File: src/rtl/mi26_pkg.sv
`default_nettype none

package mi26_pkg;

	localparam int unsigned Modulus    = 26;
	// floor(v * RecipMul / 2^RecipShift) is floor(v / 26) or one less for v below 2048
	localparam int unsigned RecipMul   = 315;
	localparam int unsigned RecipShift = 13;

	typedef logic [4:0]      res_t;
	typedef logic [9:0]      prod_t;
	typedef logic [10:0]     wide_t;
	typedef res_t [2:0]      row_t;
	typedef row_t [2:0]      mat_t;
	typedef prod_t [1:0]     pair_t;
	typedef pair_t [8:0]     pairs_t;
	typedef prod_t [2:0][2:0] pmat_t;

	typedef struct packed {
		logic found;
		res_t inv;
	} inv_t;

	// residue of a value below 2048
	function automatic res_t mod26(input wide_t v);
		logic [19:0] prod;
		logic [6:0]  q;
		wide_t       r;
		prod = 20'(v) * 20'(RecipMul);
		q    = 7'(prod >> RecipShift);
		r    = v - 11'(q) * 11'(Modulus);
		if (r >= 11'(Modulus)) begin
			r = r - 11'(Modulus);
		end
		return r[4:0];
	endfunction

	function automatic prod_t mul5(input res_t a, input res_t b);
		return prod_t'(a) * prod_t'(b);
	endfunction

	// (a - b) mod 26 with both operands already reduced
	function automatic res_t sub26(input res_t a, input res_t b);
		logic [5:0] d;
		d = 6'(a) + 6'(Modulus) - 6'(b);
		if (d >= 6'(Modulus)) begin
			d = d - 6'(Modulus);
		end
		return d[4:0];
	endfunction

	// multiplicative inverse mod 26, found clear for non-units
	function automatic inv_t inv26(input res_t d);
		inv_t t;
		t.found = 1'b1;
		unique case (d)
			5'd1:    t.inv = 5'd1;
			5'd3:    t.inv = 5'd9;
			5'd5:    t.inv = 5'd21;
			5'd7:    t.inv = 5'd15;
			5'd9:    t.inv = 5'd3;
			5'd11:   t.inv = 5'd19;
			5'd15:   t.inv = 5'd7;
			5'd17:   t.inv = 5'd23;
			5'd19:   t.inv = 5'd11;
			5'd21:   t.inv = 5'd5;
			5'd23:   t.inv = 5'd17;
			5'd25:   t.inv = 5'd25;
			default: begin
				t.found = 1'b0;
				t.inv   = 5'd0;
			end
		endcase
		return t;
	endfunction

endpackage

`default_nettype wire

File: src/rtl/mi26_adj.sv
`default_nettype none

module mi26_adj
	import mi26_pkg::*;
(
	input  wire  clk,
	input  wire  arst_n,
	input  wire  en,
	input  wire  in_vld,
	input  mat_t in_mat,
	output logic out_vld,
	output mat_t out_adj,
	output row_t out_row0
);

	mat_t   m;
	pairs_t p;
	pairs_t p_s1;
	res_t [8:0][1:0] r_s2;
	row_t   row0_s1;
	row_t   row0_s2;
	row_t   row0_s3;
	mat_t   adj_s3;
	logic   v_s1;
	logic   v_s2;
	logic   v_s3;

	// stage 1: input reduction and the eighteen cofactor products
	always_comb begin
		for (int r = 0; r < 3; r++) begin
			for (int c = 0; c < 3; c++) begin
				m[r][c] = mod26(wide_t'(in_mat[r][c]));
			end
		end
		p[0] = {mul5(m[2][1], m[1][2]), mul5(m[1][1], m[2][2])};
		p[1] = {mul5(m[0][1], m[2][2]), mul5(m[0][2], m[2][1])};
		p[2] = {mul5(m[0][2], m[1][1]), mul5(m[0][1], m[1][2])};
		p[3] = {mul5(m[1][0], m[2][2]), mul5(m[1][2], m[2][0])};
		p[4] = {mul5(m[0][2], m[2][0]), mul5(m[0][0], m[2][2])};
		p[5] = {mul5(m[0][0], m[1][2]), mul5(m[1][0], m[0][2])};
		p[6] = {mul5(m[2][0], m[1][1]), mul5(m[1][0], m[2][1])};
		p[7] = {mul5(m[0][0], m[2][1]), mul5(m[2][0], m[0][1])};
		p[8] = {mul5(m[1][0], m[0][1]), mul5(m[0][0], m[1][1])};
	end

	always_ff @(posedge clk or negedge arst_n) begin
		if (!arst_n) begin
			v_s1 <= 1'b0;
			v_s2 <= 1'b0;
			v_s3 <= 1'b0;
		end else if (en) begin
			v_s1 <= in_vld;
			v_s2 <= v_s1;
			v_s3 <= v_s2;
		end
	end

	always_ff @(posedge clk) begin
		if (en) begin
			p_s1    <= p;
			row0_s1 <= m[0];
			// stage 2: reduce products
			for (int k = 0; k < 9; k++) begin
				for (int j = 0; j < 2; j++) begin
					r_s2[k][j] <= mod26(wide_t'(p_s1[k][j]));
				end
			end
			row0_s2 <= row0_s1;
			// stage 3: cofactor differences
			for (int r = 0; r < 3; r++) begin
				for (int c = 0; c < 3; c++) begin
					adj_s3[r][c] <= sub26(r_s2[r * 3 + c][0], r_s2[r * 3 + c][1]);
				end
			end
			row0_s3 <= row0_s2;
		end
	end

	assign out_vld  = v_s3;
	assign out_adj  = adj_s3;
	assign out_row0 = row0_s3;

endmodule

`default_nettype wire

File: src/rtl/mi26_det.sv
`default_nettype none

module mi26_det
	import mi26_pkg::*;
(
	input  wire  clk,
	input  wire  arst_n,
	input  wire  en,
	input  wire  in_vld,
	input  mat_t in_adj,
	input  row_t in_row0,
	output logic out_vld,
	output mat_t out_adj,
	output res_t out_det,
	output inv_t out_inv
);

	wide_t sum_s4;
	mat_t  adj_s4;
	mat_t  adj_s5;
	res_t  det;
	res_t  det_s5;
	inv_t  inv_s5;
	logic  v_s4;
	logic  v_s5;

	assign det = mod26(sum_s4);

	always_ff @(posedge clk or negedge arst_n) begin
		if (!arst_n) begin
			v_s4 <= 1'b0;
			v_s5 <= 1'b0;
		end else if (en) begin
			v_s4 <= in_vld;
			v_s5 <= v_s4;
		end
	end

	always_ff @(posedge clk) begin
		if (en) begin
			// stage 4: expansion along row 0
			sum_s4 <= wide_t'(mul5(in_row0[0], in_adj[0][0]))
				+ wide_t'(mul5(in_row0[1], in_adj[1][0]))
				+ wide_t'(mul5(in_row0[2], in_adj[2][0]));
			adj_s4 <= in_adj;
			// stage 5: reduce and look up the inverse
			det_s5 <= det;
			inv_s5 <= inv26(det);
			adj_s5 <= adj_s4;
		end
	end

	assign out_vld = v_s5;
	assign out_adj = adj_s5;
	assign out_det = det_s5;
	assign out_inv = inv_s5;

	a_inv_is_unit: assert property (@(posedge clk) disable iff (!arst_n)
		v_s5 && inv_s5.found |-> mod26(wide_t'(mul5(det_s5, inv_s5.inv))) == 5'd1)
		else $error("determinant inverse check failed");

	a_nonunit: assert property (@(posedge clk) disable iff (!arst_n)
		v_s5 && !inv_s5.found |-> det_s5[0] == 1'b0 || det_s5 == 5'd13)
		else $error("unit determinant flagged without inverse");

endmodule

`default_nettype wire

File: src/rtl/mi26_scale.sv
`default_nettype none

module mi26_scale
	import mi26_pkg::*;
(
	input  wire  clk,
	input  wire  arst_n,
	input  wire  en,
	input  wire  in_vld,
	input  mat_t in_adj,
	input  res_t in_det,
	input  inv_t in_inv,
	output logic out_vld,
	output mat_t out_mat,
	output logic out_sing,
	output res_t out_det
);

	pmat_t prod_s6;
	logic  found_s6;
	res_t  det_s6;
	mat_t  mat_s7;
	logic  sing_s7;
	res_t  det_s7;
	logic  v_s6;
	logic  v_s7;

	always_ff @(posedge clk or negedge arst_n) begin
		if (!arst_n) begin
			v_s6 <= 1'b0;
			v_s7 <= 1'b0;
		end else if (en) begin
			v_s6 <= in_vld;
			v_s7 <= v_s6;
		end
	end

	always_ff @(posedge clk) begin
		if (en) begin
			// stage 6: scale adjugate by det inverse
			for (int r = 0; r < 3; r++) begin
				for (int c = 0; c < 3; c++) begin
					prod_s6[r][c] <= mul5(in_adj[r][c], in_inv.inv);
				end
			end
			found_s6 <= in_inv.found;
			det_s6   <= in_det;
			// stage 7: reduce, zero when singular
			for (int r = 0; r < 3; r++) begin
				for (int c = 0; c < 3; c++) begin
					mat_s7[r][c] <= found_s6 ? mod26(wide_t'(prod_s6[r][c])) : 5'd0;
				end
			end
			sing_s7 <= !found_s6;
			det_s7  <= det_s6;
		end
	end

	assign out_vld  = v_s7;
	assign out_mat  = mat_s7;
	assign out_sing = sing_s7;
	assign out_det  = det_s7;

endmodule

`default_nettype wire

File: src/rtl/matrix_inverse_3x3_mod26.sv
// channel   | handshake             | payload
// ----------+-----------------------+---------------------------------------------
// request   | in_valid / in_ready   | in_r0c0 .. in_r2c2 (5 bit residues)
// result    | out_valid / out_ready | out_r0c0 .. out_r2c2, singular, determinant
//
// seven register stages, one request per cycle while the output is not stalled
// stages: reduce+products, reduce, cofactor, det sum, det reduce+inverse,
//   scale products, reduce+zero
// the whole pipe advances together; in_ready = !out_valid || out_ready
// a stall at the output freezes every stage, nothing dropped or repeated
// arst_n clears the stage valid bits only; data registers are not reset
`default_nettype none

module matrix_inverse_3x3_mod26
	import mi26_pkg::*;
(
	input  wire        clk,
	input  wire        arst_n,
	input  wire        in_valid,
	output logic       in_ready,
	input  wire  [4:0] in_r0c0,
	input  wire  [4:0] in_r0c1,
	input  wire  [4:0] in_r0c2,
	input  wire  [4:0] in_r1c0,
	input  wire  [4:0] in_r1c1,
	input  wire  [4:0] in_r1c2,
	input  wire  [4:0] in_r2c0,
	input  wire  [4:0] in_r2c1,
	input  wire  [4:0] in_r2c2,
	output logic       out_valid,
	input  wire        out_ready,
	output logic [4:0] out_r0c0,
	output logic [4:0] out_r0c1,
	output logic [4:0] out_r0c2,
	output logic [4:0] out_r1c0,
	output logic [4:0] out_r1c1,
	output logic [4:0] out_r1c2,
	output logic [4:0] out_r2c0,
	output logic [4:0] out_r2c1,
	output logic [4:0] out_r2c2,
	output logic       singular,
	output logic [4:0] determinant
);

	// global pipeline advance
	logic en;
	mat_t in_mat;
	logic adj_vld;
	mat_t adj;
	row_t row0;
	logic det_vld;
	mat_t adj_d;
	res_t det;
	inv_t inv;
	mat_t res_mat;

	assign en       = !out_valid || out_ready;
	assign in_ready = en;

	assign in_mat[0] = {in_r0c2, in_r0c1, in_r0c0};
	assign in_mat[1] = {in_r1c2, in_r1c1, in_r1c0};
	assign in_mat[2] = {in_r2c2, in_r2c1, in_r2c0};

	// stages 1..3: adjugate
	mi26_adj u_adj (
		.clk      (clk),
		.arst_n   (arst_n),
		.en       (en),
		.in_vld   (in_valid),
		.in_mat   (in_mat),
		.out_vld  (adj_vld),
		.out_adj  (adj),
		.out_row0 (row0)
	);

	// stages 4..5: determinant and its inverse
	mi26_det u_det (
		.clk     (clk),
		.arst_n  (arst_n),
		.en      (en),
		.in_vld  (adj_vld),
		.in_adj  (adj),
		.in_row0 (row0),
		.out_vld (det_vld),
		.out_adj (adj_d),
		.out_det (det),
		.out_inv (inv)
	);

	// stages 6..7: scaling and output register
	mi26_scale u_scale (
		.clk      (clk),
		.arst_n   (arst_n),
		.en       (en),
		.in_vld   (det_vld),
		.in_adj   (adj_d),
		.in_det   (det),
		.in_inv   (inv),
		.out_vld  (out_valid),
		.out_mat  (res_mat),
		.out_sing (singular),
		.out_det  (determinant)
	);

	assign out_r0c0 = res_mat[0][0];
	assign out_r0c1 = res_mat[0][1];
	assign out_r0c2 = res_mat[0][2];
	assign out_r1c0 = res_mat[1][0];
	assign out_r1c1 = res_mat[1][1];
	assign out_r1c2 = res_mat[1][2];
	assign out_r2c0 = res_mat[2][0];
	assign out_r2c1 = res_mat[2][1];
	assign out_r2c2 = res_mat[2][2];

	// a singular result carries an all-zero matrix
	a_sing_zero: assert property (@(posedge clk) disable iff (!arst_n)
		out_valid && singular |-> res_mat == '0)
		else $error("singular result with nonzero entries");

	// an invertible determinant is odd and not 13
	a_unit_det: assert property (@(posedge clk) disable iff (!arst_n)
		out_valid && !singular |-> determinant[0] == 1'b1 && determinant != 5'd13)
		else $error("non-unit determinant marked invertible");

	// the determinant and the diagonal and corner result residues stay below the modulus
	a_range: assert property (@(posedge clk) disable iff (!arst_n)
		out_valid |-> determinant < 5'd26 && out_r0c0 < 5'd26 && out_r1c1 < 5'd26
			&& out_r2c2 < 5'd26 && out_r0c2 < 5'd26 && out_r2c0 < 5'd26)
		else $error("result residue out of range");

endmodule

`default_nettype wire

File: config.mk
export PLATFORM = sky130hd
export DESIGN_NAME = matrix_inverse_3x3_mod26
export DESIGN_NICKNAME = d
export VERILOG_FILES = /design/src/rtl/mi26_pkg.sv /design/src/rtl/mi26_adj.sv /design/src/rtl/mi26_det.sv /design/src/rtl/mi26_scale.sv /design/src/rtl/matrix_inverse_3x3_mod26.sv
export SDC_FILE = /design/constraint.sdc
export NUM_CORES = 2
export LEC_CHECK = 0
export BUFFER_PORTS_ARGS = -buffer_cell sky130_fd_sc_hd__buf_2
export CORE_MARGIN = 3
export CORE_UTILIZATION = 61
export CTS_CLUSTER_DIAMETER = 120
export DETAILED_ROUTE_END_ITERATION = 12
export GPL_TIMING_DRIVEN = 0
export MAX_ROUTING_LAYER = met4
export PLACE_DENSITY = 0.82
export SYNTH_ARGS = -nofsm -noshare
export SYNTH_HDL_FRONTEND = slang
export SYNTH_SLANG_ARGS = --single-unit
File: constraint.sdc
create_clock -name clk -period 22.2 [get_ports clk]
set_clock_uncertainty 0.1 [all_clocks]
set_input_delay 2.22 -clock clk [delete_from_list [all_inputs] [get_ports clk]]
set_output_delay 2.22 -clock clk [all_outputs]
set_load 0.02 [all_outputs]
Word-level counts from Yosys, hierarchy flattened
Cells that the tools add are included.
{"block": "classes", "mul": 104, "add_sub_neg": 103, "mux": 48, "n_reduce_logical": 4, "n_eq_ne": 12, "n_lt_le_gt_ge": 46}
{"op": "$mul 10x9->19 const B", "count": 27}
{"op": "$ge 11x5->1 const B", "count": 37}
{"op": "$mul 5x5->10", "count": 30}
{"op": "$sub 10x11->11", "count": 27}
{"op": "$mul 6x4->10 const B", "count": 27}
{"op": "$mux 5", "count": 46}
{"op": "$sub 5x5->5 const B", "count": 46}
{"op": "$mul 5x9->14 const B", "count": 9}
{"op": "$sub 5x6->7", "count": 9}
{"op": "$pmux 5 s12", "count": 1}
{"op": "$add 5x5->6 const B", "count": 9}
{"op": "$ge 6x5->1 const B", "count": 9}
{"op": "$sub 6x5->6", "count": 9}
{"op": "$mul 1x4->5 const B", "count": 9}
{"op": "$eq 5x5->1 const B", "count": 5}
{"op": "$mul 11x9->20 const B", "count": 1}
{"op": "$eq 5x4->1 const B", "count": 3}
{"op": "$reduce_or 12->1", "count": 1}
{"op": "$add 10x10->11", "count": 1}
{"op": "$add 11x10->11", "count": 1}
{"op": "$sub 11x11->11", "count": 1}
{"op": "$eq 5x3->1 const B", "count": 2}
{"op": "$mul 7x4->10 const B", "count": 1}
{"op": "$eq 5x1->1 const B", "count": 1}
{"op": "4 further kinds", "count": 5}
{"block": "word_totals", "input_bits": 49, "out_inout_bits": 53, "word_cells": 422, "regBits": 626}

Longest topological paths before layout
{"block": "depth", "word_depth": 8, "ltp_mapped": 38, "ltp_nobuf": 37}

Hierarchy
From an unflattened synthesis, not the netlist that was laid out.
{"block": "unflattened", "cells_unflattened": 12571, "hier_area_um2": 120729.5}
{"module": "mi26_adj", "cells_per_inst": 8285, "seq_area_each_um2": 10885.4, "instances": 1, "area_each_um2": 77969.8}
{"module": "mi26_scale", "cells_per_inst": 3549, "seq_area_each_um2": 4464.3, "instances": 1, "area_each_um2": 33758.6}
{"module": "mi26_det", "cells_per_inst": 736, "seq_area_each_um2": 3383.2, "instances": 1, "area_each_um2": 8994.9}
{"module": "matrix_inverse_3x3_mod26", "cells_per_inst": 1, "seq_area_each_um2": 0.0, "instances": 1, "area_each_um2": 6.3}

Worst setup path after synthesis
Ideal clock, no wire load.
{"block": "synth_path", "path_type": "input port to flip-flop", "start": "in out_ready", "end": "reg u_adj.v_s3, in the netlist u_adj.out_vld", "setup_ns": 0.161, "arrival_ns": 21.651, "path_slack_ns": 0.288, "t_required_ns": 21.939, "cell_stages": 3, "path_buffers": 1, "cell_sequence": "nand2b_1 > clkbuf_1 > mux2_2"}
{"block": "synth_via", "elab_chain_cells": 1}
{"element": "start, declared", "line_no": "matrix_inverse_3x3_mod26.sv:31", "source": "input wire out_ready,"}
{"element": "$logic_or 1x1->1", "line_no": "matrix_inverse_3x3_mod26.sv:57", "source": "assign en = !out_valid || out_ready;"}
{"element": "named net in_ready", "line_no": "matrix_inverse_3x3_mod26.sv:20", "source": "output logic in_ready,"}
{"element": "end signal, assigned", "line_no": "mi26_adj.sv:54", "source": "v_s3 <= v_s2;"}
{"element": "end, declared", "line_no": "mi26_adj.sv:26", "source": "logic v_s3;"}
The timed path passes the listed nets, and every way through them passes these cells.
A chain may end at the register's enable or synchronous reset.

==> summary.md <==
| Metric | Value |
|---|---|
| Worst Hold Class | reg -> reg |
| Critical path's most frequent cell | ha_1 |
| FMAX | between 80 and 90 MHz |
| Largest net degree at the start of global routing | 75 |
| CP bufs+invs | 7 |
| Final HPWL DP | 209000 um |
| Clock-pin slew of the registers on the worst-case setup and hold paths | 60 ps |
| Gr usage total | a little over a quarter |
| I/O Buffers | roughly 100 |
| CTS Hold Bufs | 0 |
| Root Driver | clkbuf_16 |
| Row cnt | 160 |
| Setup bufs post-CTS | 0 |
| Worst-margin pin slew | approximately 1500 ps |
| Post-DRT Antenna Nets | 0 |
| Dpl cells | around 15000 |
| Final Max Slew Viols | 7 |
| Max FO, Critical Path | 11 |
| Die Wd | about 440 um |
| Post-synth top area share | around 30% |
| Initial antenna violation count | 7 |
| Post-synthesis simple-gate area fraction | just over 8% |
| RePlAce Congestion | a little over 0.9 |
| Final worst-path cycle share | 55.8% |
| Synthesis warning total | 0 |
| Clock buffer count from CTS | 80 |
| Max cap viols | 1 |
| Global-route wire length before repair | around 420000 um |
| Synth Cell Area | 0.117 mm^2 |
| Element type at the critical path end | flop |
| Clk_lat worst skew | ~700 ps |
| Post-Syn Instances | approximately 12000 |
| Sequential fraction of the synthesis area | 16.0% |
| Post-synth top area cell | ha_1 |
| Share of layout cells above drive strength 1 | ~2.7% |
| Drt pass-1 iters | 7 |
| Adder-Cell Fraction of Synth Area | between 50% and 60% |
| Failing checks | capacitance limit, slew limit |
| WL/cell | ~17 um |
| Ys flop type | edfxtp_1 |
| Vias/cell | between 5 and 6 |
| Vias in the first global route | ~90000 |
| DIE AREA | 0.197 mm^2 |
| Worst EP arrival | 12730 ps |
| Via count | between 80000 and 90000 |
| Final setup violating endpoints | 0 |
| Starting Density | 61.5% |
| Clk sink count | 626 |
| Ranking of synthesized cells by area | ha_1, fa_1, edfxtp_1 |
| P&R area growth vs syn | 5.65% |
| Core area | ~0.19 mm^2 |
| Grt total ovfl | 0 |
| Initial drt markers | roughly 4200 |
| EDFF count, synth | between 600 and 700 |
| Syn_nets | approximately 16000 |
| Longest Clk Path Bufs | 3 |
| Multiplexer share of the synthesized area | 0.476% |
| Family with the most delay on the worst path | buffers and inverters |
| Final wirelength | between 200000 and 250000 um |
| Crit path max-delay cell type | xnor2_1 |
| # H-tree levels | 3 |
| Synth unique cells | 90 |
| Die height | between 400 and 500 um |
| Largest family of logic cells by synthesized area | adder cells |
| Final hold vios | 0 |
| #FFs+latches synth | ~630 |
| Post-synth ARST share | under 10% |
| Non-Filler Instances | ~15000 |
| Outcome | finished, violations left |
| # DRC | 0 |
| CTS tree | yes |
| Mapped Avg Cell Area | approximately 9.8 um^2 |
| Area fraction in compound gates after synthesis | about 9% |
| Critical path type | in -> reg |
| Required @ worst endpoint | approximately 23000 ps |
| # IOs | ~100 |
| CP max stage delay | between 1000 and 1500 ps |
| RSZ-0062 raised after global routing | false |
| Startpoint types | input port |
| Post-Synth XOR/XNOR Area | 5.12% |
| Slew headroom | -0.923% |
| Final min period | 12390 ps |
| Fin nets | 16300 |
| CTS resizes | 0 |
-- cell families (layout without fill, tap and decap cells) --
kind of cell	after synthesis	after routing
adders and majority gates	4076	4076
buffers and inverters	3002	3259
and+or+nand+nor	1928	1928
AOI/OAI and AO/OA	1611	1611
xor gates and xnor gates	683	683
DFF	626	626
muxes	53	53
other	0	6
-- path summary, 6_finish.rpt --
check,cells past startpoint,slack (ps),start,end
hold reg to reg,0,310,u_adj.out_adj[9],u_det.adj_s4[9]
hold / removal,0,310,u_adj.out_adj[9],u_det.adj_s4[9]
setup / recovery,34,9810,in_r0c0[0],u_adj.p_s1[169]
setup reg to reg,33,12780,u_adj.p_s1[96],u_adj.r_s2[49]
min in group asynchronous,1,1270,arst_n,u_det.out_vld
max in group asynchronous,1,20580,arst_n,u_det.v_s4
-- synth_stat cells, drive strengths merged, types with 36 or more instances --
| library cell | n |
|---|---|
| ha | 2795 |
| a21o | 170 |
| o21bai | 148 |
| a21boi | 87 |
| xor2 | 247 |
| o21a | 97 |
| fa | 1281 |
| edfxtp | 619 |
| and2 | 264 |
| mux2i | 40 |
| a211oi | 56 |
| inv | 2898 |
| clkbuf | 93 |
| nor3 | 110 |
| nand2 | 458 |
| nor2b | 165 |
| nor3b | 47 |
| o211ai | 41 |
| a21oi | 525 |
| nand3 | 66 |
| nor2 | 587 |
| o31ai | 36 |
| xnor2 | 436 |
| o21ai | 276 |
| nand2b | 54 |
-- final cells by class --
class / instances / area [um^2]
inverters: 2904 / 10900
fillers: 14400 / 66800
multi-input cells: 8351 / 87100
plain buffers: 98 / 378
repair buffers: 111 / 768
clock buffers: 89 / 2080
clock inverters: 57 / 601
diodes: 6 / 15.0
well taps: 2511 / 3140
flip-flops and latches: 626 / 18800
-- metrics by stage --
step / setup slack [ps] / setup TNS, ps / util (%) / hold WS (ps) / instance area [um^2]
detailed placement: 9390 / 0 / 63.5 / 305 / 121000
global route: 9480 / 0 / 64.9 / 312 / 124000
global placement: -8500 / -3162520 / 63.4 / 300 / 121000
CTS: 10100 / 0 / 64.9 / 307 / 124000
finish: 9810 / 0 / 64.9 / 307 / 124000
floorplan: 288 / 0 / - / 300 / 117000
-- metal layers --
layer | vias to the layer above | share of wire, % | global-route usage (%)
met1 | 40300 | 40 | 31.1
met3 | 580 | 4.4 | 2.71
met2 | 1803 | 51 | 47.2
met5 | - | 0 | -
met4 | 0 | 4.6 | 10.9
li1 | 39500 | - | -
-- state kept, by name (all words and copies together) (netlist names), 45 cells and up --
| register | flops |
|---|---|
| u_adj.r_s2 | 90 |
| u_scale.out_mat | 45 |
| u_det.out_adj | 45 |
| u_adj.p_s1 | 180 |
| u_adj.out_adj | 45 |
| u_scale.prod_s6 | 90 |
| u_det.adj_s4 | 45 |
-- cell usage in the layout (no fill, tap or decap), types with 170 or more instances in the layout --
master,netlist,layout
nand2_1,458,458
nor2_1,587,587
edfxtp_1,619,619
o21ai_0,270,270
xnor2_1,435,433
a21o_1,170,170
and2_1,263,263
a21oi_1,524,524
inv_1,2898,2898
ha_1,2795,2795
fa_1,1281,1281
xor2_1,246,246
Power is left out: the tool's default activity adds up to more than one toggle a clock period on the data nets, which glitch-free logic cannot reach.
